`config.mk`:
```
export PLATFORM = sky130hd
export DESIGN_NAME = analog_key_rapid_trigger_top
export DESIGN_NICKNAME = d
export VERILOG_FILES = /design/src/rtl/akrt_pkg.sv /design/src/rtl/analog_key_rapid_trigger_top.sv /design/src/rtl/akrt_ram.sv /design/src/rtl/akrt_front.sv /design/src/rtl/akrt_back.sv
export SDC_FILE = /design/constraint.sdc
export NUM_CORES = 1
export LEC_CHECK = 0
export CORE_MARGIN = 2
export CORE_UTILIZATION = 40
export CTS_CLUSTER_SIZE = 12
export DETAILED_ROUTE_END_ITERATION = 8
export DONT_BUFFER_PORTS = 1
export HOLD_SLACK_MARGIN = 0.02
export PLACE_DENSITY = 0.59
export SKIP_CTS_REPAIR_TIMING = 1
export SYNTH_ARGS = -nofsm -noshare
export SYNTH_HDL_FRONTEND = slang
export SYNTH_HIERARCHICAL = 1
export SYNTH_SLANG_ARGS = --single-unit
```
`constraint.sdc`:
```
create_clock -name aclk -period 8.9 [get_ports aclk]
set_input_delay 0.445 -clock aclk [delete_from_list [all_inputs] [get_ports aclk]]
set_output_delay 0.445 -clock aclk [all_outputs]
set_load 0.02 [all_outputs]
```
`src/rtl/akrt_pkg.sv`:
```
// Shared types and constants for the analog key rapid trigger block.
`timescale 1ns / 1ps

package akrt_pkg;

    localparam int KEY_W       = 4;
    localparam int TRAVEL_W    = 12;
    localparam int CFG_W       = 12;
    localparam int CFG_IDX_W   = 2;
    localparam int QUEUE_DEPTH = 2;
    localparam int QPTR_W      = $clog2(QUEUE_DEPTH);
    localparam int KEY_CMP_W   = 9;

    localparam logic [CFG_W-1:0] ACT_LEVEL_RST   = 12'd500;
    localparam logic [CFG_W-1:0] SENSITIVITY_RST = 12'd100;

    typedef enum logic [CFG_IDX_W-1:0] {
        CFG_ACT_LEVEL   = 2'd0,
        CFG_SENSITIVITY = 2'd1
    } akrt_cfg_idx_t;

    typedef struct packed {
        logic             in_range;
        logic [KEY_W-1:0] key;
    } akrt_tag_t;

endpackage

```
`src/rtl/analog_key_rapid_trigger_top.sv`:
```
// Top level of the analog key rapid trigger block.
//
// Each item on the s_ channel is one travel sample for one key. The block keeps,
// per key, the deepest and shallowest travel seen and a pressed flag, and returns
// one item on the m_ channel per input: the key, its pressed flag after the
// sample and a mark that the flag toggled. Keys at or above NUM_KEYS are passed
// through with pressed and changed low and leave no trace in the key state.
// Throughput is one item per cycle while the receiver takes results; an accepted
// input passes the queue, then the per-key state read-modify-write (RAM read and
// write-back forwarding), then the result register.
// The cfg channel writes the actuation level (index 0) and sensitivity (index 1);
// it is always ready. The user must write it only while no item is in flight;
// the block does not enforce this. After reset all keys are released with
// peaks at zero and full scale, the thresholds return to 500 and 100, and the
// queue is empty. When the receiver stalls, the result holds, the update stage
// holds behind it, and the two-entry input queue fills before s_ready drops.
`timescale 1ns / 1ps

module analog_key_rapid_trigger_top
    import akrt_pkg::*;
#(
    parameter int NUM_KEYS    = 16,
    parameter int SAMPLE_BITS = 12
) (
    input  logic                 aclk,
    input  logic                 aresetn,
    input  logic                 s_valid,
    output logic                 s_ready,
    input  logic [KEY_W-1:0]     s_key_number,
    input  logic [TRAVEL_W-1:0]  s_travel_sample,
    output logic                 m_valid,
    input  logic                 m_ready,
    output logic [KEY_W-1:0]     m_key_echo,
    output logic                 m_pressed,
    output logic                 m_changed,
    input  logic                 cfg_valid,
    output logic                 cfg_ready,
    input  logic [CFG_IDX_W-1:0] cfg_index,
    input  logic [CFG_W-1:0]     cfg_data
);

    logic [CFG_W-1:0]       act_level_reg;
    logic [CFG_W-1:0]       sensitivity_reg;
    logic                   q_valid;
    logic                   q_ready;
    akrt_tag_t              q_tag;
    logic [SAMPLE_BITS-1:0] q_sample;

    assign cfg_ready = 1'b1;

    always_ff @(posedge aclk) begin
        if (!aresetn) begin
            act_level_reg   <= ACT_LEVEL_RST;
            sensitivity_reg <= SENSITIVITY_RST;
        end else if (cfg_valid && cfg_ready) begin
            unique case (akrt_cfg_idx_t'(cfg_index))
                CFG_ACT_LEVEL:   act_level_reg   <= cfg_data;
                CFG_SENSITIVITY: sensitivity_reg <= cfg_data;
                default: ;
            endcase
        end
    end

    akrt_front #(
        .NUM_KEYS    (NUM_KEYS),
        .SAMPLE_BITS (SAMPLE_BITS)
    ) u_front (
        .aclk            (aclk),
        .aresetn         (aresetn),
        .s_valid         (s_valid),
        .s_ready         (s_ready),
        .s_key_number    (s_key_number),
        .s_travel_sample (s_travel_sample),
        .q_valid         (q_valid),
        .q_ready         (q_ready),
        .q_tag           (q_tag),
        .q_sample        (q_sample)
    );

    akrt_back #(
        .NUM_KEYS    (NUM_KEYS),
        .SAMPLE_BITS (SAMPLE_BITS)
    ) u_back (
        .aclk        (aclk),
        .aresetn     (aresetn),
        .act_level   (act_level_reg),
        .sensitivity (sensitivity_reg),
        .q_valid     (q_valid),
        .q_ready     (q_ready),
        .q_tag       (q_tag),
        .q_sample    (q_sample),
        .m_valid     (m_valid),
        .m_ready     (m_ready),
        .m_key_echo  (m_key_echo),
        .m_pressed   (m_pressed),
        .m_changed   (m_changed)
    );

endmodule

```
`src/rtl/akrt_ram.sv`:
```
// Generic single write port, single read port RAM with registered read data.
`timescale 1ns / 1ps

module akrt_ram #(
    parameter int WIDTH = 8,
    parameter int DEPTH = 16,
    parameter int AW    = (DEPTH > 1) ? $clog2(DEPTH) : 1
) (
    input  logic             aclk,
    input  logic             wr_en,
    input  logic [AW-1:0]    wr_addr,
    input  logic [WIDTH-1:0] wr_data,
    input  logic             rd_en,
    input  logic [AW-1:0]    rd_addr,
    output logic [WIDTH-1:0] rd_data
);

    logic [WIDTH-1:0] mem [DEPTH];
    logic [WIDTH-1:0] rd_data_reg;

    always_ff @(posedge aclk) begin
        if (wr_en) begin
            mem[wr_addr] <= wr_data;
        end
        if (rd_en) begin
            rd_data_reg <= mem[rd_addr];
        end
    end

    assign rd_data = rd_data_reg;

endmodule

```
`src/rtl/akrt_front.sv`:
```
// Input side: accept items, tag the key range and queue them for the update stage.
`timescale 1ns / 1ps

module akrt_front
    import akrt_pkg::*;
#(
    parameter int NUM_KEYS    = 16,
    parameter int SAMPLE_BITS = 12
) (
    input  logic                   aclk,
    input  logic                   aresetn,
    input  logic                   s_valid,
    output logic                   s_ready,
    input  logic [KEY_W-1:0]       s_key_number,
    input  logic [TRAVEL_W-1:0]    s_travel_sample,
    output logic                   q_valid,
    input  logic                   q_ready,
    output akrt_tag_t              q_tag,
    output logic [SAMPLE_BITS-1:0] q_sample
);

    akrt_tag_t              tag_mem [QUEUE_DEPTH];
    logic [SAMPLE_BITS-1:0] smp_mem [QUEUE_DEPTH];
    logic [QPTR_W-1:0]      wr_ptr_reg;
    logic [QPTR_W-1:0]      rd_ptr_reg;
    logic [QPTR_W:0]        count_reg;
    logic [QPTR_W:0]        count_next;
    logic                   push;
    logic                   pop;
    akrt_tag_t              in_tag;

    assign in_tag.key      = s_key_number;
    assign in_tag.in_range = (KEY_CMP_W'(s_key_number) < KEY_CMP_W'(NUM_KEYS));

    assign s_ready  = (count_reg != (QPTR_W + 1)'(QUEUE_DEPTH));
    assign q_valid  = (count_reg != '0);
    assign push     = s_valid && s_ready;
    assign pop      = q_valid && q_ready;
    assign q_tag    = tag_mem[rd_ptr_reg];
    assign q_sample = smp_mem[rd_ptr_reg];

    always_comb begin
        count_next = count_reg;
        if (push && !pop) begin
            count_next = count_reg + 1'b1;
        end else if (pop && !push) begin
            count_next = count_reg - 1'b1;
        end
    end

    always_ff @(posedge aclk) begin
        if (!aresetn) begin
            wr_ptr_reg <= '0;
            rd_ptr_reg <= '0;
            count_reg  <= '0;
        end else begin
            count_reg <= count_next;
            if (push) begin
                wr_ptr_reg <= wr_ptr_reg + 1'b1;
            end
            if (pop) begin
                rd_ptr_reg <= rd_ptr_reg + 1'b1;
            end
        end
    end

    always_ff @(posedge aclk) begin
        if (push) begin
            tag_mem[wr_ptr_reg] <= in_tag;
            smp_mem[wr_ptr_reg] <= SAMPLE_BITS'(s_travel_sample);
        end
    end

endmodule

```
`src/rtl/akrt_back.sv`:
```
// Update side: per-key state read-modify-write and the result register.
`timescale 1ns / 1ps

module akrt_back
    import akrt_pkg::*;
#(
    parameter int NUM_KEYS    = 16,
    parameter int SAMPLE_BITS = 12
) (
    input  logic                   aclk,
    input  logic                   aresetn,
    input  logic [CFG_W-1:0]       act_level,
    input  logic [CFG_W-1:0]       sensitivity,
    input  logic                   q_valid,
    output logic                   q_ready,
    input  akrt_tag_t              q_tag,
    input  logic [SAMPLE_BITS-1:0] q_sample,
    output logic                   m_valid,
    input  logic                   m_ready,
    output logic [KEY_W-1:0]       m_key_echo,
    output logic                   m_pressed,
    output logic                   m_changed
);

    localparam int KEY_AW = (NUM_KEYS > 1) ? $clog2(NUM_KEYS) : 1;
    localparam int ST_W   = 2 * SAMPLE_BITS + 1;
    localparam int CW     = ((SAMPLE_BITS > CFG_W) ? SAMPLE_BITS : CFG_W) + 2;

    logic                   s2_valid_reg;
    akrt_tag_t              s2_tag_reg;
    logic [SAMPLE_BITS-1:0] s2_sample_reg;
    logic                   s2_adv;
    logic [KEY_AW-1:0]      s2_addr;

    logic                   fwd_valid_reg;
    logic [KEY_AW-1:0]      fwd_addr_reg;
    logic [ST_W-1:0]        fwd_data_reg;
    logic [NUM_KEYS-1:0]    entry_valid_reg;

    logic                   rd_en;
    logic [KEY_AW-1:0]      rd_addr;
    logic [ST_W-1:0]        rd_data;
    logic                   wr_en;
    logic [ST_W-1:0]        wr_data;

    logic [ST_W-1:0]        cur_state;
    logic [SAMPLE_BITS-1:0] cur_deep;
    logic [SAMPLE_BITS-1:0] cur_shallow;
    logic                   cur_down;
    logic [SAMPLE_BITS-1:0] dp1;
    logic [SAMPLE_BITS-1:0] sp1;
    logic [SAMPLE_BITS-1:0] new_deep;
    logic [SAMPLE_BITS-1:0] new_shallow;
    logic                   new_down;
    logic signed [CW-1:0]   s_v;
    logic signed [CW-1:0]   thr_v;
    logic signed [CW-1:0]   release_lvl;
    logic signed [CW-1:0]   press_lvl;

    logic                   m_valid_reg;
    logic [KEY_W-1:0]       m_key_echo_reg;
    logic                   m_pressed_reg;
    logic                   m_changed_reg;
    logic                   m_in_range_reg;

    assign s2_adv  = s2_valid_reg && (!m_valid_reg || m_ready);
    assign q_ready = !s2_valid_reg || s2_adv;
    assign rd_en   = q_valid && q_ready && q_tag.in_range;
    assign rd_addr = KEY_AW'(q_tag.key);
    assign s2_addr = KEY_AW'(s2_tag_reg.key);
    assign wr_en   = s2_adv && s2_tag_reg.in_range;
    assign wr_data = {new_down, new_shallow, new_deep};

    akrt_ram #(
        .WIDTH (ST_W),
        .DEPTH (NUM_KEYS),
        .AW    (KEY_AW)
    ) u_state_ram (
        .aclk    (aclk),
        .wr_en   (wr_en),
        .wr_addr (s2_addr),
        .wr_data (wr_data),
        .rd_en   (rd_en),
        .rd_addr (rd_addr),
        .rd_data (rd_data)
    );

    always_comb begin
        if (fwd_valid_reg && (fwd_addr_reg == s2_addr)) begin
            cur_state = fwd_data_reg;
        end else if (s2_tag_reg.in_range && entry_valid_reg[s2_addr]) begin
            cur_state = rd_data;
        end else begin
            cur_state = {1'b0, {SAMPLE_BITS{1'b1}}, {SAMPLE_BITS{1'b0}}};
        end
    end

    assign cur_down    = cur_state[ST_W-1];
    assign cur_shallow = cur_state[2*SAMPLE_BITS-1:SAMPLE_BITS];
    assign cur_deep    = cur_state[SAMPLE_BITS-1:0];

    assign dp1 = (s2_sample_reg > cur_deep) ? s2_sample_reg : cur_deep;
    assign sp1 = (s2_sample_reg < cur_shallow) ? s2_sample_reg : cur_shallow;

    assign s_v         = $signed(CW'(s2_sample_reg));
    assign thr_v       = $signed(CW'(act_level));
    assign release_lvl = $signed(CW'(dp1)) - $signed(CW'(sensitivity));
    assign press_lvl   = $signed(CW'(sp1)) + $signed(CW'(sensitivity));

    always_comb begin
        new_down    = cur_down;
        new_deep    = dp1;
        new_shallow = sp1;
        if (cur_down) begin
            if (s_v < release_lvl) begin
                new_down    = 1'b0;
                new_shallow = s2_sample_reg;
            end
        end else begin
            if ((s_v > thr_v) && (s_v > press_lvl)) begin
                new_down = 1'b1;
                new_deep = s2_sample_reg;
            end
            if (s_v < thr_v) begin
                new_down    = 1'b0;
                new_deep    = SAMPLE_BITS'(act_level);
                new_shallow = s2_sample_reg;
            end
        end
    end

    always_ff @(posedge aclk) begin
        if (!aresetn) begin
            s2_valid_reg    <= 1'b0;
            fwd_valid_reg   <= 1'b0;
            entry_valid_reg <= '0;
            m_valid_reg     <= 1'b0;
        end else begin
            if (q_ready) begin
                s2_valid_reg <= q_valid;
            end
            if (wr_en) begin
                fwd_valid_reg            <= 1'b1;
                entry_valid_reg[s2_addr] <= 1'b1;
            end
            if (s2_adv) begin
                m_valid_reg <= 1'b1;
            end else if (m_ready) begin
                m_valid_reg <= 1'b0;
            end
        end
    end

    always_ff @(posedge aclk) begin
        if (q_valid && q_ready) begin
            s2_tag_reg    <= q_tag;
            s2_sample_reg <= q_sample;
        end
        if (wr_en) begin
            fwd_addr_reg <= s2_addr;
            fwd_data_reg <= wr_data;
        end
        if (s2_adv) begin
            m_key_echo_reg <= s2_tag_reg.key;
            m_in_range_reg <= s2_tag_reg.in_range;
            m_pressed_reg  <= s2_tag_reg.in_range && new_down;
            m_changed_reg  <= s2_tag_reg.in_range && (new_down != cur_down);
        end
    end

    assign m_valid    = m_valid_reg;
    assign m_key_echo = m_key_echo_reg;
    assign m_pressed  = m_pressed_reg;
    assign m_changed  = m_changed_reg;

    a_no_oob_write: assert property (@(posedge aclk) disable iff (!aresetn)
        wr_en |-> (s2_valid_reg && s2_tag_reg.in_range))
        else $error("state write for an out-of-range key");

    a_oob_result_idle: assert property (@(posedge aclk) disable iff (!aresetn)
        (m_valid_reg && !m_in_range_reg) |-> (!m_pressed_reg && !m_changed_reg))
        else $error("out-of-range key reported as pressed or changed");

    a_stall_holds_stage: assert property (@(posedge aclk) disable iff (!aresetn)
        (s2_valid_reg && m_valid_reg && !m_ready) |=> (s2_valid_reg && $stable(s2_tag_reg)))
        else $error("update stage moved while result stalled");

    a_fwd_after_write: assert property (@(posedge aclk) disable iff (!aresetn)
        wr_en |=> (fwd_valid_reg && entry_valid_reg[fwd_addr_reg]))
        else $error("written key not marked valid");

endmodule

```
==> impl_results.md, run 1 <==
- Outcome: complete, no violations
- Final Util: 0.458
- Max-cap violation count: 0
- Initial core utilization: 0.406
- Max-slew violation count: 0
- # DRC: 0
- Worst Tran Pin Value: 1.15 ns
- Synth cell types: 76
- Hold Path Depth: 2
- Setup TNS: 0 ns
- DR WL/cell: 26.0 um
- Top-area cell type share of the netlist area: 0.636
- RSZ-0062 raised after global routing: yes
- Pre-CTS setup slack: 0.463 ns
- Vias in the first global route: 13400
- Die Y: 249 um
- Flops & latches, synth: 557
- CP startpoint: u_back/s2_addr[1]$_DFFE_PP_
- VDD IR max: 0.000180 V
- Pin count of the biggest net entering global routing: 61
- DR vias: 13300
- Global-route wire length before repair: 88000 um
- Worst-path clk slew: 0.06 ns
- Drt total wl: 60100 um
- Hold Startpoint: aresetn
- Num CTS Buffers: 56
- Post-Syn Area: 24000 um^2
- Worst setup path class: reg2reg
- Mapped Cells: 1440
- Max reg flops: 400
- DIE WIDTH: 249 um
- Layout cells sized above 1: 0.195
- Worst path slowest cell: o221ai_2
- Core ar.: 59200 um^2
- Avg Inst Size Synth: 16.7 um^2
- H-tree depth: 2
- Req. time, crit path: 9.21 ns
- Worst reg2reg path startpoint: u_back/s2_addr[1]$_DFFE_PP_
- Leakage power: 0.00921 uW
- Top cells by area, synth: edfxtp_1, mux4_2, ha_1
- CP max FO: 17
- R2R depth: 29
- Number of nets still failing antenna checks after routing: 0
- Crit path largest cell delay: 0.72 ns
- Final setup margin: 0.402 ns
- Synth Warn #: 6
- Nets: 1631
- Inserted Diodes: 0
- Port bufs: 0
- # clock sinks: 557
- Worst hold-check path type: in2reg
- Primary FF master, synth: edfxtp_1
- Synth area leader: edfxtp_1
- Count of final hold-check violations: 0
- Area added between synthesis and finish: 12.9%
- Clk_lat worst skew: 0.63 ns
- Syn_nets: 1562
- Sequential fraction of the synthesis area: 0.676
- Final Power: 9610 uW
- Remaining global-route overflow: 0
- DR pass1 iterations: 5
- Crit. End Element: flop
- Ys async rst share: 0
- Initial antenna violation count: 0
- Io pins: 44
- Arrival time worst endpoint: 8.80 ns
- Clock skew: 0.0431 ns
- Crit start category: flop
- Number of synthesized flops with an enable pin: 509
- Hpwl dp: 33800 um
- Fill cells: 5034
- Via/cell ratio: 5.76
- Fmax: 118 MHz
- Final setup violating endpoints: 0
- Total GRT Usage: 0.191
- Die area: 62100 um^2
- Hold Slack: 0.0156 ns
- Final period utilization: 0.955
- Final Critical Period: 8.50 ns
- Rows: 89
- 1st-iter DRT viols: 1223
- Relative slew slack: 0.212
- Clk root buf: clkbuf_16
- RePlAce Congestion: 0.865
- TritonCTS clock tree: yes
- Clk buf depth: 3
- Power density over the cells: 354 nW/um^2
## worst paths after layout
kind / endpoint / slack (ns)
hold / removal: act_level_reg[9]$_SDFFE_PN0P_ / 0.02
setup / recovery: u_back/u_state_ram/mem[4][10]$_DFFE_PP_ / 0.40
hold reg to reg: act_level_reg[1]$_SDFFE_PN0P_ / 0.46
setup reg to reg: u_back/u_state_ram/mem[4][10]$_DFFE_PP_ / 0.40
## stage by stage
| stage | std cells | area (um^2) |
|---|---|---|
| 2_1_floorplan | 1440 | 24000 |
| 3_3_place_gp | 2203 | 25200 |
| 3_5_place_dp | 2203 | 25200 |
| 4_1_cts | 2294 | 26900 |
| 5_1_grt | 2315 | 27100 |
| 6_report | 2315 | 27100 |
## cell usage in the layout (no fill, tap or decap), types with 12 or more instances in the layout
cell,instances
mux2_2,15
nor3_1,15
a21o_1,14
a32oi_1,12
nor2_1,28
o21ai_0,47
ha_1,85
inv_1,56
clkbuf_1,15
nor2b_1,27
clkbuf_16,58
mux2i_1,30
buf_4,56
nand4_1,19
o22ai_1,12
nor2_4,13
xnor2_1,14
dlygate4sd3_1,20
o21a_1,15
a22oi_1,51
mux4_2,104
a21oi_1,28
edfxtp_1,509
nand2_1,86
dfxtp_1,48
## worst max-delay path: cells and delay by family, from the launching register on
family / cells / cell delay [ns]
AOI/OAI and AO/OA: 16 / 5.13
adders and majority gates: 3 / 0.84
xor gates and xnor gates: 2 / 0.37
DFF: 1 / 0.58
buffers and inverters: 2 / 0.42
and+or+nand+nor: 6 / 0.83
## area by class of cell
| cell class | count | area (um^2) | area share |
|---|---|---|---|
| clock buffer | 77 | 1550 | 0.0569 |
| clock inverter | 14 | 113 | 0.00415 |
| multi-input combinational | 760 | 7400 | 0.273 |
| sequential | 557 | 16200 | 0.599 |
| inverter | 56 | 210 | 0.00774 |
| tap | 773 | 967 | 0.0356 |
| timing repair buffer | 78 | 661 | 0.0243 |
## power by group
part	internal [uW]	switching (uW)
clock network	1210	969
logic	1270	2280
registers	3750	120
## logic make-up after synthesis
kind of cell,synth area share
xor gates and xnor gates,0.00911
buffers and inverters,0.0240
other,0.000312
and+or+nand+nor,0.0541
muxes,0.120
DFF,0.676
AOI/OAI and AO/OA,0.0710
adders and majority gates,0.0459
## Yosys cell counts, types with 3 or more instances
cell,n
nand2b_1,9
mux2_2,17
nand3_1,10
nand4bb_1,3
mux4_2,104
a21o_1,14
edfxtp_1,509
buf_1,8
xnor2_1,14
o221ai_2,10
or2_2,4
nor2b_1,29
buf_4,9
dfxtp_1,48
clkbuf_1,29
and2_1,8
a21oi_1,28
o211ai_1,7
nor3_1,19
a32oi_1,12
o22ai_1,12
and4_1,3
inv_1,56
nor2_1,41
buf_6,9
mux2i_1,34
o21ai_0,47
a2111oi_0,3
nand4_1,19
a31oi_1,7
buf_2,12
o21a_1,15
xor2_1,11
a22oi_1,51
and3_1,5
nand2_1,86
ha_1,85
nand3b_1,5
## per-layer routing
metal,track usage,up-vias,wire (um)
met5,0,-,0
met3,0.0305,94,3440
met4,0.0609,0,1770
li1,-,5864,-
met2,0.306,420,28200
met1,0.269,6957,26700
No activity file was read; power rests on OpenSTA's default activity.
==> inputs of run 2 (changes only) <==
- CORE_MARGIN: 2 -> default
- CORE_UTILIZATION: 40 -> 50
- PLACE_DENSITY: 0.59 -> 0.7
==> impl_results.md, run 2 (synthesis results as in run 1) <==
- Vias in the first global route: 13500
- Max-cap violation count: 0
- Clk buf depth: 3
- Final Critical Period: 8.47 ns
- Clk root buf: clkbuf_16
- CP max FO: 17
- # DRC: 0
- Total GRT Usage: 0.235
- Die area: 49000 um^2
- Worst Tran Pin Value: 1.24 ns
- Io pins: 44
- R2R depth: 29
- Nets: 1640
- Hold Path Depth: 2
- Rows: 79
- Worst reg2reg path startpoint: u_back/s2_addr[3]$_DFFE_PP_
- Critical path buffers and inverters: 3
- # clock sinks: 557
- Remaining global-route overflow: 0
- Relative slew slack: 0.172
- Layout cells sized above 1: 0.199
- H-tree depth: 2
- Crit path max-delay family: compound AO/OA/AOI/OAI gates
- Die Y: 221 um
- Req. time, crit path: 9.17 ns
- Drt total wl: 57200 um
- Final setup violating endpoints: 0
- Clk_lat worst skew: 0.61 ns
- Initial core utilization: 0.512
- Commonest non-fill, non-tap cell in the layout: edfxtp_1
- VDD IR max: 0.000177 V
- Worst-path clk slew: 0.06 ns
- Crit start category: flop
- Power density over the cells: 354 nW/um^2
- Crit. End Element: flop
- TritonCTS clock tree: yes
- Worst path slowest cell: o221ai_2
- Fill cells: 3460
- Crit path largest cell delay: 0.77 ns
- Hold Slack: 0.0108 ns
- DR pass1 iterations: 5
- Count of final hold-check violations: 0
- Number of nets still failing antenna checks after routing: 0
- Area added between synthesis and finish: 12.0%
- Port bufs: 0
- 1st-iter DRT viols: 1446
- Arrival time worst endpoint: 8.74 ns
- DIE WIDTH: 221 um
- Worst setup path class: reg2reg
- Final instance area: 26900 um^2
- Worst hold-check path type: in2reg
- RePlAce Congestion: 0.906
- Hold Path End: act_level_reg[1]$_SDFFE_PN0P_
- Leakage power: 0.00922 uW
- RR Endpoint: u_back/u_state_ram/mem[1][10]$_DFFE_PP_
- Via/cell ratio: 6.26
- Core ar.: 47000 um^2
- Commonest non-fill, non-tap cells in the layout: edfxtp_1, mux4_2, nand2_1
- Max-slew violation count: 0
- DR WL/cell: 26.5 um
- Pin count of the biggest net entering global routing: 62
- R2R Setup Slk: 0.43 ns
- Final period utilization: 0.952
- Global-route wire length before repair: 85200 um
- Hold Startpoint: aresetn
- Initial antenna violation count: 0
- Clock skew: 0.0294 ns
- Fmax: 118 MHz
- Placement Cell Area: 25100 um^2
- DR vias: 13500
- Num CTS Buffers: 55
- Hpwl dp: 33400 um
- RSZ-0062 raised after global routing: yes
- Outcome: complete, no violations
- Max reg flops: 400
- Setup TNS: 0 ns
[run 2: how the worst max path moves through the flow]
stage | startpoint | to | depth (start not counted)
finish | u_back/s2_addr[3]$_DFFE_PP_ | u_back/u_state_ram/mem[1][10]$_DFFE_PP_ | 29
CTS | u_back/s2_addr[3]$_DFFE_PP_ | u_back/u_state_ram/mem[8][19]$_DFFE_PP_ | 29
global placement | u_back/s2_addr[3]$_DFFE_PP_ | u_back/u_state_ram/mem[12][13]$_DFFE_PP_ | 29
global route | u_back/s2_addr[3]$_DFFE_PP_ | u_back/u_state_ram/mem[2][10]$_DFFE_PP_ | 31
floorplan | u_back/s2_addr[0]$_DFFE_PP_ | u_back/fwd_data_reg[11]$_DFFE_PP_ | 32
detailed placement | u_back/s2_addr[3]$_DFFE_PP_ | u_back/u_state_ram/mem[15][14]$_DFFE_PP_ | 29
[run 2: per-layer routing]
layer,share of wire,track usage
met1,0.41,0.326
met2,0.48,0.381
met3,0.082,0.0405
met5,0,0
met4,0.027,0.0713
[run 2: final cells by class]
| type | count | area (um^2) | share of cell area |
|---|---|---|---|
| multi-input cells | 760 | 7400 | 0.275 |
| inverters | 56 | 210 | 0.00780 |
| clock inverters | 10 | 61.3 | 0.00228 |
| well taps | 607 | 759 | 0.0282 |
| diodes | 1 | 2.50 | 0.0000929 |
| flip-flops and latches | 557 | 16200 | 0.603 |
| clock buffers | 78 | 1510 | 0.0562 |
| repair buffers | 88 | 743 | 0.0276 |
[run 2: power by group]
part           switching, uW  total (uW)  internal [uW]
clock network            917        2090           1170
logic                   2260        3560           1300
registers                139        3900           3760
[run 2: stage by stage]
stage / setup slack, ns / power (uW) / instances / util
after detailed placement: 0.0760 / 7430 / 2043 / 0.534
final: 0.430 / 9550 / 2157 / 0.574
after global placement: 0.533 / 7330 / 2043 / 0.534
after floorplan: 1.34 / 6310 / 1440 / -
after global routing: -0.0290 / 10000 / 2156 / 0.574
after CTS: 0.0817 / 9520 / 2131 / 0.567
==> inputs of run 3 (changes only) <==
==> constraint.sdc (replaced) <==
create_clock -name aclk -period 8.9 [get_ports aclk]
set_input_delay 1.335 -clock aclk [delete_from_list [all_inputs] [get_ports aclk]]
set_output_delay 1.335 -clock aclk [all_outputs]
set_load 0.02 [all_outputs]
==> impl_results.md, run 3 (synthesis results as in run 1) <==
- Crit. End Element: flop
- Via/cell ratio: 6.28
- Fmax: 118 MHz
- Worst Tran Pin Value: 1.23 ns
- Share of total power in the clock network: 0.219
- Clock skew: 0.0296 ns
- Clk_lat worst skew: 0.61 ns
- Hold Path End: act_level_reg[10]$_SDFFE_PN0P_
- DR WL/cell: 26.6 um
- Hold Path Depth: 2
- # clock sinks: 557
- Inserted Diodes: 0
- CP startpoint: u_back/s2_addr[3]$_DFFE_PP_
- Pin count of the biggest net entering global routing: 62
- Arrival time worst endpoint: 8.73 ns
- Vias in the first global route: 13500
- Io pins: 44
- Power density over the cells: 357 nW/um^2
- Max-slew violation count: 0
- DR pass1 iterations: 5
- Final non-filler cell total: 2132
- Worst setup path class: reg2reg
- Final setup violating endpoints: 0
- VDD IR max: 0.000176 V
- Nets: 1616
- TritonCTS clock tree: yes
- Req. time, crit path: 9.18 ns
- Number of nets still failing antenna checks after routing: 0
- Final Util: 0.568
- M2 GR Usage: 0.381
- Worst path slowest cell: o221ai_2
- Global-route wire length before repair: 85200 um
- Total GRT Usage: 0.235
- 1st-iter DRT viols: 1406
- Num CTS Buffers: 55
- GR Layer Usage met3: 0.0405
- Core ar.: 47000 um^2
- Hpwl dp: 33400 um
- CP max FO: 17
- H-tree depth: 2
- Die area: 49000 um^2
- Commonest non-fill, non-tap cells in the layout: edfxtp_1, mux4_2, nand2_1
- Relative slew slack: 0.179
- Area added between synthesis and finish: 11.0%
- Initial antenna violation count: 0
- Max-cap violation count: 0
- Count of final hold-check violations: 0
- Crit path largest cell delay: 0.79 ns
- Final period utilization: 0.950
- Net Sw Frac: 0.347
- Met1 GRT Util: 0.326
- Worst reg2reg path startpoint: u_back/s2_addr[3]$_DFFE_PP_
- RSZ-0062 raised after global routing: yes
- RR Endpoint: u_back/u_state_ram/mem[9][8]$_DFFE_PP_
- Port bufs: 0
- DR vias: 13400
- Initial core utilization: 0.512
- R2R depth: 29
- Final Critical Period: 8.46 ns
- Commonest non-fill, non-tap cell in the layout: edfxtp_1
- Leakage power: 0.00912 uW
- Remaining global-route overflow: 0
- Final instance area: 26700 um^2
- Crit start category: flop
- Die Y: 221 um
- Rows: 79
- DIE WIDTH: 221 um
- Outcome: complete, no violations
- Worst-path clk slew: 0.06 ns
- Drt total wl: 56600 um
- RePlAce Congestion: 0.906
- R2R Setup Slk: 0.44 ns
- Clk root buf: clkbuf_16
- Net switching power: 3300 uW
- Gate power share: 0.372
- Internal power: 6220 uW
- Fill cells: 3487
- Placement Cell Area: 25100 um^2
- Seq pwr share: 0.409
- Hold Startpoint: act_level_reg[10]$_SDFFE_PN0P_
- Max reg flops: 400
- Clk buf depth: 3
- Setup TNS: 0 ns
- Layout cells sized above 1: 0.201
- Final Power: 9530 uW
- # DRC: 0
- Worst hold-check path type: reg2reg
- Most Crowded Layer GR: met2
- DP Cell Count: 2043
[run 3: cell types whose count changed in the layout (fill, tap and decap cells not counted)]
cell,before,now
buf_12,2,1
diode_2,1,0
dlygate4sd3_1,23,0
[run 3: worst max-delay path: cells and delay by family (launching register included)]
family          cells  cell delay (ns)
simple gates        4             0.65
flops               1             0.68
fa+ha+maj           3             0.79
buf+inv             3             0.65
compound gates     15             4.42
xor+xnor            1             0.16
mux                 3             0.74
[run 3: per-stage QoR]
stage	setup WS, ns	hold slack (ns)
final	0.443	0.462
after detailed placement	0.0760	0.447
after CTS	0.0817	0.460
after global placement	0.533	0.444
after floorplan	1.34	0.435
after global routing	-0.0290	0.492
[run 3: cell type report]
class                      count  area [um^2]  area share
clock buffer                  78         1510      0.0567
clock inverter                10         61.3     0.00230
inverter                      56          210     0.00788
multi-input combinational    760         7400       0.277
sequential                   557        16200       0.609
tap                          607          759      0.0285
timing repair buffer          64          493      0.0185
[run 3: worst max-delay path by stage]
stage	to	cells after the start
after global placement	u_back/u_state_ram/mem[12][13]$_DFFE_PP_	29
final	u_back/u_state_ram/mem[9][8]$_DFFE_PP_	29
after global routing	u_back/u_state_ram/mem[2][10]$_DFFE_PP_	31
after detailed placement	u_back/u_state_ram/mem[15][14]$_DFFE_PP_	29
after CTS	u_back/u_state_ram/mem[8][19]$_DFFE_PP_	29
after floorplan	u_back/fwd_data_reg[11]$_DFFE_PP_	32
[run 3: per-layer routing]
layer | vias up | wire (um)
met2 | 624 | 27200
met4 | 0 | 1380
li1 | 5829 | -
met1 | 6837 | 23300
met5 | - | 0
met3 | 91 | 4770
[run 3: power by group through the flow]
stage / Clock [uW] / Sequential, uW / Combinational (uW)
floorplan: 0 / 3900 / 2410
global placement: 0 / 3950 / 3390
detailed placement: 0 / 3950 / 3470
CTS: 2130 / 3900 / 3490
global route: 2240 / 3920 / 3880
finish: 2090 / 3890 / 3540
